### config.mk
export PLATFORM = sky130hd
export DESIGN_NAME = fasta_stream_tokenizer
export DESIGN_NICKNAME = d
export VERILOG_FILES = /design/src/hdl/fst_pkg.sv /design/src/hdl/fasta_stream_tokenizer.sv /design/src/hdl/fst_parser.sv /design/src/hdl/fst_out_reg.sv
export VERILOG_INCLUDE_DIRS = /design/src /design/src/hdl
export SDC_FILE = /design/constraint.sdc
export NUM_CORES = 1
export LEC_CHECK = 0
export ABC_AREA = 0
export BUFFER_PORTS_ARGS = -buffer_cell sky130_fd_sc_hd__buf_2
export CAP_MARGIN = 5
export CORE_MARGIN = 3
export CORE_UTILIZATION = 40
export DETAILED_ROUTE_END_ITERATION = 10
export GPL_TIMING_DRIVEN = 0
export RECOVER_POWER = 50
export SLEW_MARGIN = 20
export SYNTH_ARGS = -nofsm -noshare
export SYNTH_HDL_FRONTEND = slang
export SYNTH_HIERARCHICAL = 1
export SYNTH_SLANG_ARGS = --single-unit
### constraint.sdc
create_clock -name clk -period 3.7 [get_ports clk]
set_input_delay 0.37 -clock clk [delete_from_list [all_inputs] [get_ports clk]]
set_output_delay 0.37 -clock clk [all_outputs]
set_load 0.01 [all_outputs]
### src/hdl/fasta_stream_tokenizer_macros.svh
// ----------------------------------------------------------------------------
// FASTA stream tokenizer assertion macros
// Shared concurrent assertion forms used by the tokenizer modules.
// ----------------------------------------------------------------------------
`ifndef FASTA_STREAM_TOKENIZER_MACROS_SVH
`define FASTA_STREAM_TOKENIZER_MACROS_SVH

// Same-cycle implication, checked outside reset.
`define FST_ASSERT_SAME(label, ante, cons) \
	label: assert property (@(posedge clk) disable iff (!arst_n) (ante) |-> (cons)) \
		else $error("tokenizer assertion failed");

// Next-cycle implication, checked outside reset.
`define FST_ASSERT_NEXT(label, ante, cons) \
	label: assert property (@(posedge clk) disable iff (!arst_n) (ante) |=> (cons)) \
		else $error("tokenizer assertion failed");

`endif

### src/hdl/fst_pkg.sv
// ----------------------------------------------------------------------------
// FASTA stream tokenizer package
// Token codes, character constants, the token type and the letter check.
// ----------------------------------------------------------------------------
package fst_pkg;

	localparam int RecordIndexBitsDefault = 16;
	localparam int IndexOutBits = 16;

	localparam logic [2:0] KIND_NAME_CHAR = 3'd0;
	localparam logic [2:0] KIND_NAME_END  = 3'd1;
	localparam logic [2:0] KIND_SEQ_CHAR  = 3'd2;
	localparam logic [2:0] KIND_REC_END   = 3'd3;
	localparam logic [2:0] KIND_ERROR     = 3'd4;

	localparam logic ERR_BAD_CHAR = 1'b0;
	localparam logic ERR_BAD_MOD  = 1'b1;

	localparam logic [7:0] CH_GT      = 8'h3E;
	localparam logic [7:0] CH_BAR     = 8'h7C;
	localparam logic [7:0] CH_LPAREN  = 8'h28;
	localparam logic [7:0] CH_I       = 8'h69;
	localparam logic [7:0] CH_RPAREN  = 8'h29;
	localparam logic [7:0] CH_DASH    = 8'h2D;
	localparam logic [7:0] CH_N       = 8'h4E;
	localparam logic [7:0] CH_SPACE   = 8'h20;
	localparam logic [7:0] CH_NEWLINE = 8'h0A;

	typedef struct packed {
		logic                    valid;
		logic [2:0]              kind;
		logic [7:0]              char_val;
		logic [IndexOutBits-1:0] index;
		logic                    err;
	} token_t;

	function automatic logic is_nucleotide(input logic [7:0] b);
		logic hit;
		begin
			unique case (b)
				8'h41, 8'h43, 8'h47, 8'h54, 8'h55, 8'h52, 8'h59, 8'h4B, 8'h4D,
				8'h53, 8'h57, 8'h42, 8'h44, 8'h48, 8'h56, CH_N, CH_DASH: begin
					hit = 1'b1;
				end
				default: begin
					hit = 1'b0;
				end
			endcase
			return hit;
		end
	endfunction

endpackage

### src/hdl/fasta_stream_tokenizer.sv
// ----------------------------------------------------------------------------
// FASTA stream tokenizer
// Streaming FASTA tokenizer with one byte in and at most one token out.
// ----------------------------------------------------------------------------
// The block takes one FASTA byte, or an end-of-file mark, per transfer and
// produces at most one token per byte. It sustains one byte per clock cycle
// while the output side is not stalled: a byte is registered on arrival, the
// parser's next-state logic handles it from that register, and any token is
// loaded into the output register and presented from there. Bytes that
// produce no token never wait on the output side.

module fasta_stream_tokenizer
	import fst_pkg::*;
#(
	parameter int RECORD_INDEX_BITS = RecordIndexBitsDefault
) (
	input  logic                    clk,
	input  logic                    arst_n,
	input  logic                    byte_valid,
	output logic                    byte_stall,
	input  logic [7:0]              data_byte,
	input  logic                    end_of_file,
	output logic                    token_valid,
	input  logic                    token_stall,
	output logic [2:0]              token_kind,
	output logic [7:0]              token_char,
	output logic [IndexOutBits-1:0] record_index,
	output logic                    error_code
);

	logic       valid_s1;
	logic [7:0] byte_s1;
	logic       eof_s1;
	logic       advance;
	logic       out_free;
	logic       take;
	token_t     token;

	assign advance    = valid_s1 && (out_free || !token.valid);
	assign byte_stall = valid_s1 && !advance;
	assign take       = byte_valid && !byte_stall;

	always_ff @(posedge clk or negedge arst_n) begin
		if (!arst_n) begin
			valid_s1 <= 1'b0;
		end else if (take) begin
			valid_s1 <= 1'b1;
		end else if (advance) begin
			valid_s1 <= 1'b0;
		end
	end

	always_ff @(posedge clk) begin
		if (take) begin
			byte_s1 <= data_byte;
			eof_s1  <= end_of_file;
		end
	end

	fst_parser #(
		.RECORD_INDEX_BITS(RECORD_INDEX_BITS)
	) u_parser (
		.clk        (clk),
		.arst_n     (arst_n),
		.step       (advance),
		.data_byte  (byte_s1),
		.end_of_file(eof_s1),
		.token      (token)
	);

	fst_out_reg u_out (
		.clk         (clk),
		.arst_n      (arst_n),
		.load        (advance && token.valid),
		.token       (token),
		.free        (out_free),
		.token_valid (token_valid),
		.token_stall (token_stall),
		.token_kind  (token_kind),
		.token_char  (token_char),
		.record_index(record_index),
		.error_code  (error_code)
	);

endmodule

### src/hdl/fst_parser.sv
// ----------------------------------------------------------------------------
// FASTA stream tokenizer parser
// Parse state and the per-byte next-state and token logic.
// ----------------------------------------------------------------------------
`include "fasta_stream_tokenizer_macros.svh"

module fst_parser
	import fst_pkg::*;
#(
	parameter int RECORD_INDEX_BITS = RecordIndexBitsDefault
) (
	input  logic         clk,
	input  logic         arst_n,
	input  logic         step,
	input  logic [7:0]   data_byte,
	input  logic         end_of_file,
	output token_t       token
);

	localparam logic [2:0] PH_IDLE = 3'd0;
	localparam logic [2:0] PH_NAME = 3'd1;
	localparam logic [2:0] PH_SKIP = 3'd2;
	localparam logic [2:0] PH_BODY = 3'd3;
	localparam logic [2:0] PH_MOD1 = 3'd4;
	localparam logic [2:0] PH_MOD2 = 3'd5;
	localparam logic [2:0] PH_HALT = 3'd6;

	logic [2:0]                   phase_q, phase_d;
	logic                         mod_ok_q, mod_ok_d;
	logic [RECORD_INDEX_BITS-1:0] count_q, count_d;
	logic                         seen_q, seen_d;
	logic [RECORD_INDEX_BITS+IndexOutBits-1:0] count_ext;

	assign count_ext = {{IndexOutBits{1'b0}}, count_q};

	always_comb begin
		token          = '0;
		token.index    = count_ext[IndexOutBits-1:0];
		phase_d        = phase_q;
		mod_ok_d       = mod_ok_q;
		count_d        = count_q;
		seen_d         = seen_q;
		if (end_of_file) begin
			unique case (phase_q)
				PH_NAME, PH_SKIP, PH_BODY: begin
					token.valid = 1'b1;
					token.kind  = KIND_REC_END;
				end
				PH_MOD1, PH_MOD2: begin
					token.valid = 1'b1;
					token.kind  = KIND_ERROR;
					token.err   = ERR_BAD_MOD;
				end
				default: begin
				end
			endcase
			phase_d  = PH_IDLE;
			mod_ok_d = 1'b0;
			count_d  = '0;
			seen_d   = 1'b0;
		end else begin
			unique case (phase_q)
				PH_IDLE: begin
					if (data_byte == CH_GT) begin
						if (seen_q) begin
							count_d = count_q + RECORD_INDEX_BITS'(1);
						end
						seen_d  = 1'b1;
						phase_d = PH_NAME;
					end
				end
				PH_NAME: begin
					token.valid = 1'b1;
					if (data_byte == CH_SPACE || data_byte == CH_BAR) begin
						token.kind = KIND_NAME_END;
						phase_d    = PH_SKIP;
					end else if (data_byte == CH_NEWLINE) begin
						token.kind = KIND_NAME_END;
						phase_d    = PH_BODY;
					end else begin
						token.kind     = KIND_NAME_CHAR;
						token.char_val = data_byte;
					end
				end
				PH_SKIP: begin
					if (data_byte == CH_NEWLINE) begin
						phase_d = PH_BODY;
					end
				end
				PH_BODY: begin
					priority if (data_byte == CH_GT) begin
						token.valid = 1'b1;
						token.kind  = KIND_REC_END;
						if (seen_q) begin
							count_d = count_q + RECORD_INDEX_BITS'(1);
						end
						seen_d  = 1'b1;
						phase_d = PH_NAME;
					end else if (data_byte == CH_LPAREN) begin
						phase_d = PH_MOD1;
					end else if (data_byte == CH_NEWLINE) begin
						phase_d = PH_BODY;
					end else if (is_nucleotide(data_byte)) begin
						token.valid    = 1'b1;
						token.kind     = KIND_SEQ_CHAR;
						token.char_val = data_byte;
					end else begin
						token.valid = 1'b1;
						token.kind  = KIND_ERROR;
						token.err   = ERR_BAD_CHAR;
						phase_d     = PH_HALT;
					end
				end
				PH_MOD1: begin
					mod_ok_d = (data_byte == CH_I);
					phase_d  = PH_MOD2;
				end
				PH_MOD2: begin
					token.valid = 1'b1;
					if (mod_ok_q && data_byte == CH_RPAREN) begin
						token.kind     = KIND_SEQ_CHAR;
						token.char_val = CH_I;
						phase_d        = PH_BODY;
					end else begin
						token.kind = KIND_ERROR;
						token.err  = ERR_BAD_MOD;
						phase_d    = PH_HALT;
					end
					mod_ok_d = 1'b0;
				end
				default: begin
					phase_d = PH_HALT;
				end
			endcase
		end
	end

	always_ff @(posedge clk or negedge arst_n) begin
		if (!arst_n) begin
			phase_q  <= PH_IDLE;
			mod_ok_q <= 1'b0;
			count_q  <= '0;
			seen_q   <= 1'b0;
		end else if (step) begin
			phase_q  <= phase_d;
			mod_ok_q <= mod_ok_d;
			count_q  <= count_d;
			seen_q   <= seen_d;
		end
	end

	`FST_ASSERT_NEXT(a_eof_clears, step && end_of_file,
		phase_q == PH_IDLE && count_q == '0 && !seen_q)
	`FST_ASSERT_NEXT(a_error_halts,
		step && !end_of_file && token.valid && token.kind == KIND_ERROR,
		phase_q == PH_HALT)
	`FST_ASSERT_NEXT(a_count_holds, !step, $stable(count_q) && $stable(phase_q))
	`FST_ASSERT_SAME(a_halt_silent, phase_q == PH_HALT && !end_of_file, !token.valid)

endmodule

### src/hdl/fst_out_reg.sv
// ----------------------------------------------------------------------------
// FASTA stream tokenizer output register
// Holds one finished token until the downstream side takes it.
// ----------------------------------------------------------------------------
`include "fasta_stream_tokenizer_macros.svh"

module fst_out_reg
	import fst_pkg::*;
(
	input  logic                    clk,
	input  logic                    arst_n,
	input  logic                    load,
	input  token_t                  token,
	output logic                    free,
	output logic                    token_valid,
	input  logic                    token_stall,
	output logic [2:0]              token_kind,
	output logic [7:0]              token_char,
	output logic [IndexOutBits-1:0] record_index,
	output logic                    error_code
);

	logic   valid_q;
	token_t data_q;

	assign free = !valid_q || !token_stall;

	always_ff @(posedge clk or negedge arst_n) begin
		if (!arst_n) begin
			valid_q <= 1'b0;
		end else if (load) begin
			valid_q <= 1'b1;
		end else if (!token_stall) begin
			valid_q <= 1'b0;
		end
	end

	always_ff @(posedge clk) begin
		if (load) begin
			data_q <= token;
		end
	end

	assign token_valid  = valid_q;
	assign token_kind   = data_q.kind;
	assign token_char   = data_q.char_val;
	assign record_index = data_q.index;
	assign error_code   = data_q.err;

	`FST_ASSERT_SAME(a_load_only_free, load, free)
	`FST_ASSERT_NEXT(a_stalled_kept, valid_q && token_stall, valid_q)
	`FST_ASSERT_NEXT(a_load_shows, load, valid_q && data_q == $past(token))

endmodule

==> impl_metrics.py, run 1 <==
metrics = {
    "power_and_ir_drop": {
        "power-per-cell-area_nw_per_um2": 423,
        "ir_drop_mv": 0.177,
        "total_leakage_power_nw": 1.32,
    },
    "job": {
        "max_cap_violations": 0,
    },
    "timing": {
        "tightest_slew_ns": 1.33,
        "max_freq_mhz": 303,
        "setup-violations-final": 0,
        "slew_viol_final": 0,
        "rsz0062_at_grt": "false",
        "whs_ns": 0.210,
        "setup_slack_ns": 0.397,
        "finalHoldViolations": 0,
        "timing.final.crit_share": 0.893,
        "crit_path_time_final_ns": 3.30,
        "timing.clock.skew_ns": 0.00846,
        "maxSlewHeadroom": 0.111,
    },
    "clocking": {
        "count_of_h_tree_levels_built_during_cts": 3,
        "clock_insertion_delay_worst_skew_ns": 0.34,
        "cts_sinks": 60,
        "clk_root_buffer_cell": "clkbuf_8",
        "ctsLongestPathBuffers": 2,
        "cts_tree": "built",
        "post_cts.repair.setup_buffers": 0,
        "clock_slew_at_the_register_clock_pins_of_the_worst_setup_and_hold_paths_ns": 0.07,
        "number_of_buffers_created_by_cts": 9,
    },
    "global_routing": {
        "grt.overflow.total": 0,
        "groute.usage.overall": 0.161,
        "vias_in_the_first_global_route": 2194,
        "global_route_wire_length_before_repair_um": 10900,
        "grt_max_degree": 30,
        "grt_antenna_before_repair": 0,
    },
    "floorplan": {
        "die_width_um": 93.2,
        "core_um2": 7290,
        "initial_core_utilization": 0.417,
        "boundaryPins": 43,
        "dieArea_um2": 8680,
        "num_rows": 31,
        "dieHeight_um": 93.2,
    },
    "route": {
        "viasPerCell": 5.51,
        "detail_route.wirelength_um": 6690,
        "routed-via-count": 2374,
        "drt_pre_antenna_iters": 4,
        "wire_per_inst_um": 15.5,
        "drt_iter0_drc": 112,
        "detail-route-antenna-nets": 0,
        "detail_route.drc_violations": 0,
    },
    "outcome": {
        "run_status": "finished clean",
    },
    "layout": {
        "final_util": 0.495,
        "final_cell_count_no_fill": 431,
        "area_growth_syn_to_layout_pct": 18.7,
        "fillCellCount": 708,
        "final_nets": 341,
        "num_antenna_cells": 0,
        "drive_above_1_share": 0.142,
    },
    "synth": {
        "synth_top_family_by_area": "simple AND/OR/NAND/NOR gates",
        "seq_area_frac_synth": 0.555,
        "post_synth_and_or_nand_nor_area_fraction": 0.218,
        "synth.most_common_cell": "edfxtp_1",
        "synth_compound_gate_area_share": 0.158,
        "synth.mux.area_fraction": 0.00700,
        "synth_area_leader_cell": "edfxtp_1",
        "netlist-cell-type-count": 60,
        "yosys.area_share.adder": 0.00412,
        "syn_area_per_cell_um2": 11.1,
        "ys.flop_type": "edfxtp_1",
        "synthCells": 274,
        "syn_nets": 288,
        "yosys-top-cells-area": "edfxtp_1 (37%), dfrtp_1 (19%), o21ai_0 (2.6%), nand2_1 (2.6%), nor2_1 (2.2%)",
        "synth_top_area_share": 0.366,
        "netlist_area_um2": 3040,
        "synth_xor_area_frac": 0.0202,
        "asyncSetResetFlopFracSynth": 0.383,
        "ys_top_cells_by_count": "edfxtp_1 (37), dfrtp_1 (23), nand2_1 (21), nor2_1 (18), o21ai_0 (16)",
        "number_of_enable_flip_flop_cells_after_synthesis": 37,
        "register_bit_count_reported_by_yosys": 60,
        "synth_warnings": 6,
    },
    "critical_path": {
        "timing.critical_path.from_type": "flop",
        "timing.critical_path.to_type": "flop",
        "arrival_time_of_the_worst_setup_path_ns": 3.50,
        "crit_fanout": 10,
        "critPathRequiredTime_ns": 3.89,
        "criticalPathCategory": "flop to flop",
    },
    "worst_hold_path": {
        "timing.hold.worst.class": "input port to flop",
    },
    "place": {
        "dp.cells": 415,
        "numPortBuffers": 42,
        "finalWeightedCongestion": 0.862,
        "dp_hpwl_um": 4550,
        "post-place-ws_ns": -0.0598,
    },
}
path summary, 6_finish.rpt:
check | from | to | slack [ns] | cells past startpoint
worst min register to register | u_parser/count_q[15] | u_out/record_index[15] | 0.50 | 0
worst min-delay path | data_byte[3] | byte_s1[3] | 0.21 | 1
worst max-delay path | byte_s1[7] | u_parser/count_q[10] | 0.40 | 12
min in group asynchronous | arst_n | u_parser/count_q[2] | 0.31 | 1
max in group asynchronous | arst_n | u_parser/mod_ok_q | 2.59 | 1
worst max register to register | byte_s1[7] | u_parser/count_q[10] | 0.40 | 12
cell families (layout without fill, tap and decap cells):
| group | Yosys count | in the layout |
|---|---|---|
| AND/OR/NAND/NOR | 110 | 110 |
| multiplexers | 2 | 2 |
| XOR/XNOR | 7 | 7 |
| buffers and inverters | 27 | 85 |
| AO/OA/AOI/OAI | 67 | 67 |
| adder cells (fa/ha/maj) | 1 | 1 |
| flip-flops | 60 | 60 |
cells in the final DEF (no fill, tap or decap), types with 9 or more instances in the layout:
| master | Yosys | layout |
|---|---|---|
| dfrtp_1 | 23 | 23 |
| nand2b_1 | 10 | 10 |
| clkbuf_1 | 15 | 42 |
| nor2_1 | 18 | 18 |
| nand2_1 | 21 | 21 |
| o21ai_0 | 16 | 16 |
| a21oi_1 | 11 | 11 |
| edfxtp_1 | 37 | 37 |
| clkbuf_8 | 0 | 9 |
| buf_2 | 2 | 16 |
layout make-up:
cell class / count / area (um2) / area share
Clock buffer: 9 / 124 / 0.0344
Inverter: 8 / 30.0 / 0.00833
Sequential cell: 60 / 1690 / 0.468
Buffer: 19 / 86.3 / 0.0239
Multi-Input combinational cell: 187 / 1260 / 0.351
Tap cell: 99 / 124 / 0.0344
Timing Repair Buffer: 42 / 175 / 0.0486
Clock inverter: 7 / 115 / 0.0319
registers in the layout, indices dropped and copies added (netlist names):
name / flops
byte_s1: 8
u_out/token_char: 8
u_parser/phase_q: 3
u_out/token_kind: 3
u_parser/seen_q: 1
valid_s1: 1
u_parser/mod_ok_q: 1
u_out/error_code: 1
u_parser/count_q: 16
eof_s1: 1
u_out/record_index: 16
u_out/token_valid: 1
metal layers:
layer / global-route usage / wire, um / vias to the layer above
li1: - / - / 1164
met1: 0.228 / 3260 / 1142
met2: 0.239 / 3050 / 59
met3: 0.0418 / 285 / 9
met4: 0.0598 / 94 / 0
met5: 0 / 0 / -
worst max-delay path: stages (launching register included):
cell      delay [ns]
edfxtp_1        0.53
nor4b_4         0.41
a31oi_1         0.20
a211oi_1        0.23
o21ai_0         0.11
o21a_1          0.20
a21boi_0        0.27
inv_1           0.14
nor2_1          0.23
a41oi_2         0.07
buf_2           0.21
o311ai_0        0.40
o41ai_1         0.16
repair_timing:
| action | 4_1_cts | 5_1_grt |
|---|---|---|
| hold buffers | 0 | 0 |
| endpoints found under the hold margin | 0 | 0 |
| gates resized for setup | 1 | 5 |
| setup endpoints to repair | 4 | 10 |
where the power goes:
part | total (mW) | switching (mW) | internal (mW)
clock network | 0.706 | 0.261 | 0.445
registers | 0.730 | 0.0114 | 0.718
logic | 0.0898 | 0.0574 | 0.0324
total | 1.53 | 0.330 | 1.20
per-stage QoR:
stage	TNS, ns	cell area [um2]	total power [mW]
final	0	3610	1.53
after global routing	0	3610	1.58
after CTS	0	3620	1.54
after detailed placement	-0.109	3370	0.829
after global placement	-0.0429	3370	0.828
after floorplan	0	3040	0.798
Power figures use the tool's default switching activity.
==> run 2, diff against run 1 <==
- CELL_PAD_IN_SITES_DETAIL_PLACEMENT: default -> 0
- CELL_PAD_IN_SITES_GLOBAL_PLACEMENT: default -> 1
- PLACE_DENSITY_LB_ADDON: default -> 0.1
- clock period: 3.7 -> 3.5 ns (I/O delays scaled with it)
==> impl_metrics.py, run 2 (synthesis results as in run 1) <==
metrics = {
    "outcome": {
        "run_status": "finished clean",
    },
    "timing": {
        "maxSlewHeadroom": 0.135,
        "timing.clock.skew_ns": 0.00769,
        "crit_path_time_final_ns": 3.18,
        "rsz0062_at_grt": "false",
        "setup-violations-final": 0,
        "tightest_slew_ns": 1.30,
        "finalHoldViolations": 0,
        "timing.final.crit_share": 0.910,
        "slew_viol_final": 0,
        "max_freq_mhz": 314,
    },
    "layout": {
        "num_antenna_cells": 0,
        "area_growth_syn_to_layout_pct": 18.7,
        "final_nets": 346,
        "drive_above_1_share": 0.160,
        "final_util": 0.495,
        "final_cell_mix": "clkbuf_1 (42), edfxtp_1 (37), dfrtp_1 (23)",
        "seq_area_um2": 1690,
        "layout.cells.most_common": "clkbuf_1",
        "footprint_of_the_multi_input_gates_um2": 1270,
        "fillCellCount": 744,
    },
    "route": {
        "routed-via-count": 2400,
        "detail-route-antenna-nets": 0,
        "detail_route.wirelength_um": 6760,
        "drt_pre_antenna_iters": 4,
        "wire_per_inst_um": 15.5,
        "drt_iter0_drc": 155,
        "viasPerCell": 5.50,
        "detail_route.drc_violations": 0,
    },
    "critical_path": {
        "cp_slowest_cell": "or4b_4",
        "cp_cell_sequence": "buf_4 -> or4b_4 -> nor2_8 -> a211oi_1 -> o21ai_0 -> o21a_2 -> a21boi_1 -> clkbuf_4 -> o2111ai_1 -> clkbuf_1 -> or4_1 -> a21oi_1",
        "timing.critical_path.to_type": "flop",
        "arrival_time_of_the_worst_setup_path_ns": 3.39,
        "critPathRequiredTime_ns": 3.71,
        "critical_path.max_stage_delay_ns": 0.59,
        "beginning_of_the_critical_path": "byte_s1[7]",
        "timing.critical_path.from_type": "flop",
        "criticalPathCategory": "flop to flop",
        "critPathTopFamily": "simple AND/OR/NAND/NOR gates",
        "crit_fanout": 10,
        "worst_r2r_startpoint": "byte_s1[7]",
        "wp_buf_inv": 3,
    },
    "place": {
        "dp_hpwl_um": 4580,
        "numPortBuffers": 42,
        "finalWeightedCongestion": 0.841,
    },
    "clocking": {
        "ctsLongestPathBuffers": 2,
        "number_of_buffers_created_by_cts": 9,
        "clock_insertion_delay_worst_skew_ns": 0.34,
        "cts_sinks": 60,
        "clock_slew_at_the_register_clock_pins_of_the_worst_setup_and_hold_paths_ns": 0.08,
        "cts_tree": "built",
        "clk_root_buffer_cell": "clkbuf_8",
        "cts-hold-fix-buffers": 0,
        "count_of_h_tree_levels_built_during_cts": 3,
    },
    "power_and_ir_drop": {
        "power-per-cell-area_nw_per_um2": 417,
        "ir_drop_mv": 0.191,
        "total_leakage_power_nw": 1.32,
        "totalPowerFinal_mw": 1.50,
    },
    "floorplan": {
        "initial_core_utilization": 0.417,
        "num_rows": 31,
        "dieHeight_um": 93.2,
        "boundaryPins": 43,
        "die_width_um": 93.2,
        "core_um2": 7290,
        "dieArea_um2": 8680,
    },
    "global_routing": {
        "global_route_wire_length_before_repair_um": 11300,
        "grt_max_degree": 30,
        "vias_in_the_first_global_route": 2187,
        "grt_antenna_before_repair": 0,
        "groute.usage.overall": 0.169,
        "grt.overflow.total": 0,
    },
    "job": {
        "max_cap_violations": 0,
    },
    "worst_hold_path": {
        "hold_path.startpoint": "data_byte[1]",
        "timing.hold.worst.class": "input port to flop",
    },
}
[run 2: cell types whose count changed in the layout (fill, tap and decap cells not counted), moves of 2 or more]
cell,before,now
inv_6,0,2
bufinv_16,3,1
buf_4,1,6
clkinvlp_4,1,3
[run 2: worst paths after layout]
check | cells after the start | endpoint | slack (ns)
min in group asynchronous | 1 | u_parser/count_q[11] | 0.27
hold / removal | 1 | byte_s1[1] | 0.19
setup / recovery | 12 | u_parser/count_q[13] | 0.32
hold reg to reg | 0 | u_out/record_index[15] | 0.48
setup reg to reg | 12 | u_parser/count_q[13] | 0.32
max in group asynchronous | 1 | u_parser/mod_ok_q | 2.45
[run 2: layout make-up]
class | count | share of cell area
well taps | 99 | 0.0343
repair buffers | 47 | 0.0590
clock inverters | 7 | 0.0208
clock buffers | 9 | 0.0343
flip-flops and latches | 60 | 0.468
inverters | 8 | 0.00832
multi-input cells | 187 | 0.351
plain buffers | 19 | 0.0246
[run 2: power by group]
| group | switching, mW | internal [mW] | total, mW | leakage, nW |
|---|---|---|---|---|
| logic | 0.0626 | 0.0397 | 0.102 | 0.607 |
| clock network | 0.297 | 0.332 | 0.629 | 0.0923 |
| registers | 0.0123 | 0.759 | 0.772 | 0.618 |
| total | 0.372 | 1.13 | 1.50 | 1.32 |
[run 2: timing repair]
item,CTS,global route
resized for setup,2,8
endpoints found under the setup margin,10,12
setup buffers,0,5
[run 2: layer usage]
layer / vias up / GRT usage / share of wire
li1: 1178 / - / -
met3: 9 / 0.0370 / 0.059
met1: 1133 / 0.254 / 0.50
met2: 80 / 0.230 / 0.43
met4: 0 / 0.0757 / 0.016
met5: - / 0 / 0
[run 2: per-stage QoR]
step	hold WS [ns]	setup TNS, ns	std cells	setup slack [ns]	instance area, um2
2_1_floorplan	0.0544	0	274	0.454	3040
3_3_place_gp	0.382	-1.04	415	-0.228	3370
3_5_place_dp	0.383	-1.06	415	-0.237	3370
4_1_cts	0.000607	0	431	0.112	3580
5_1_grt	0.165	0	436	0.0217	3610
6_report	0.185	0	436	0.315	3610
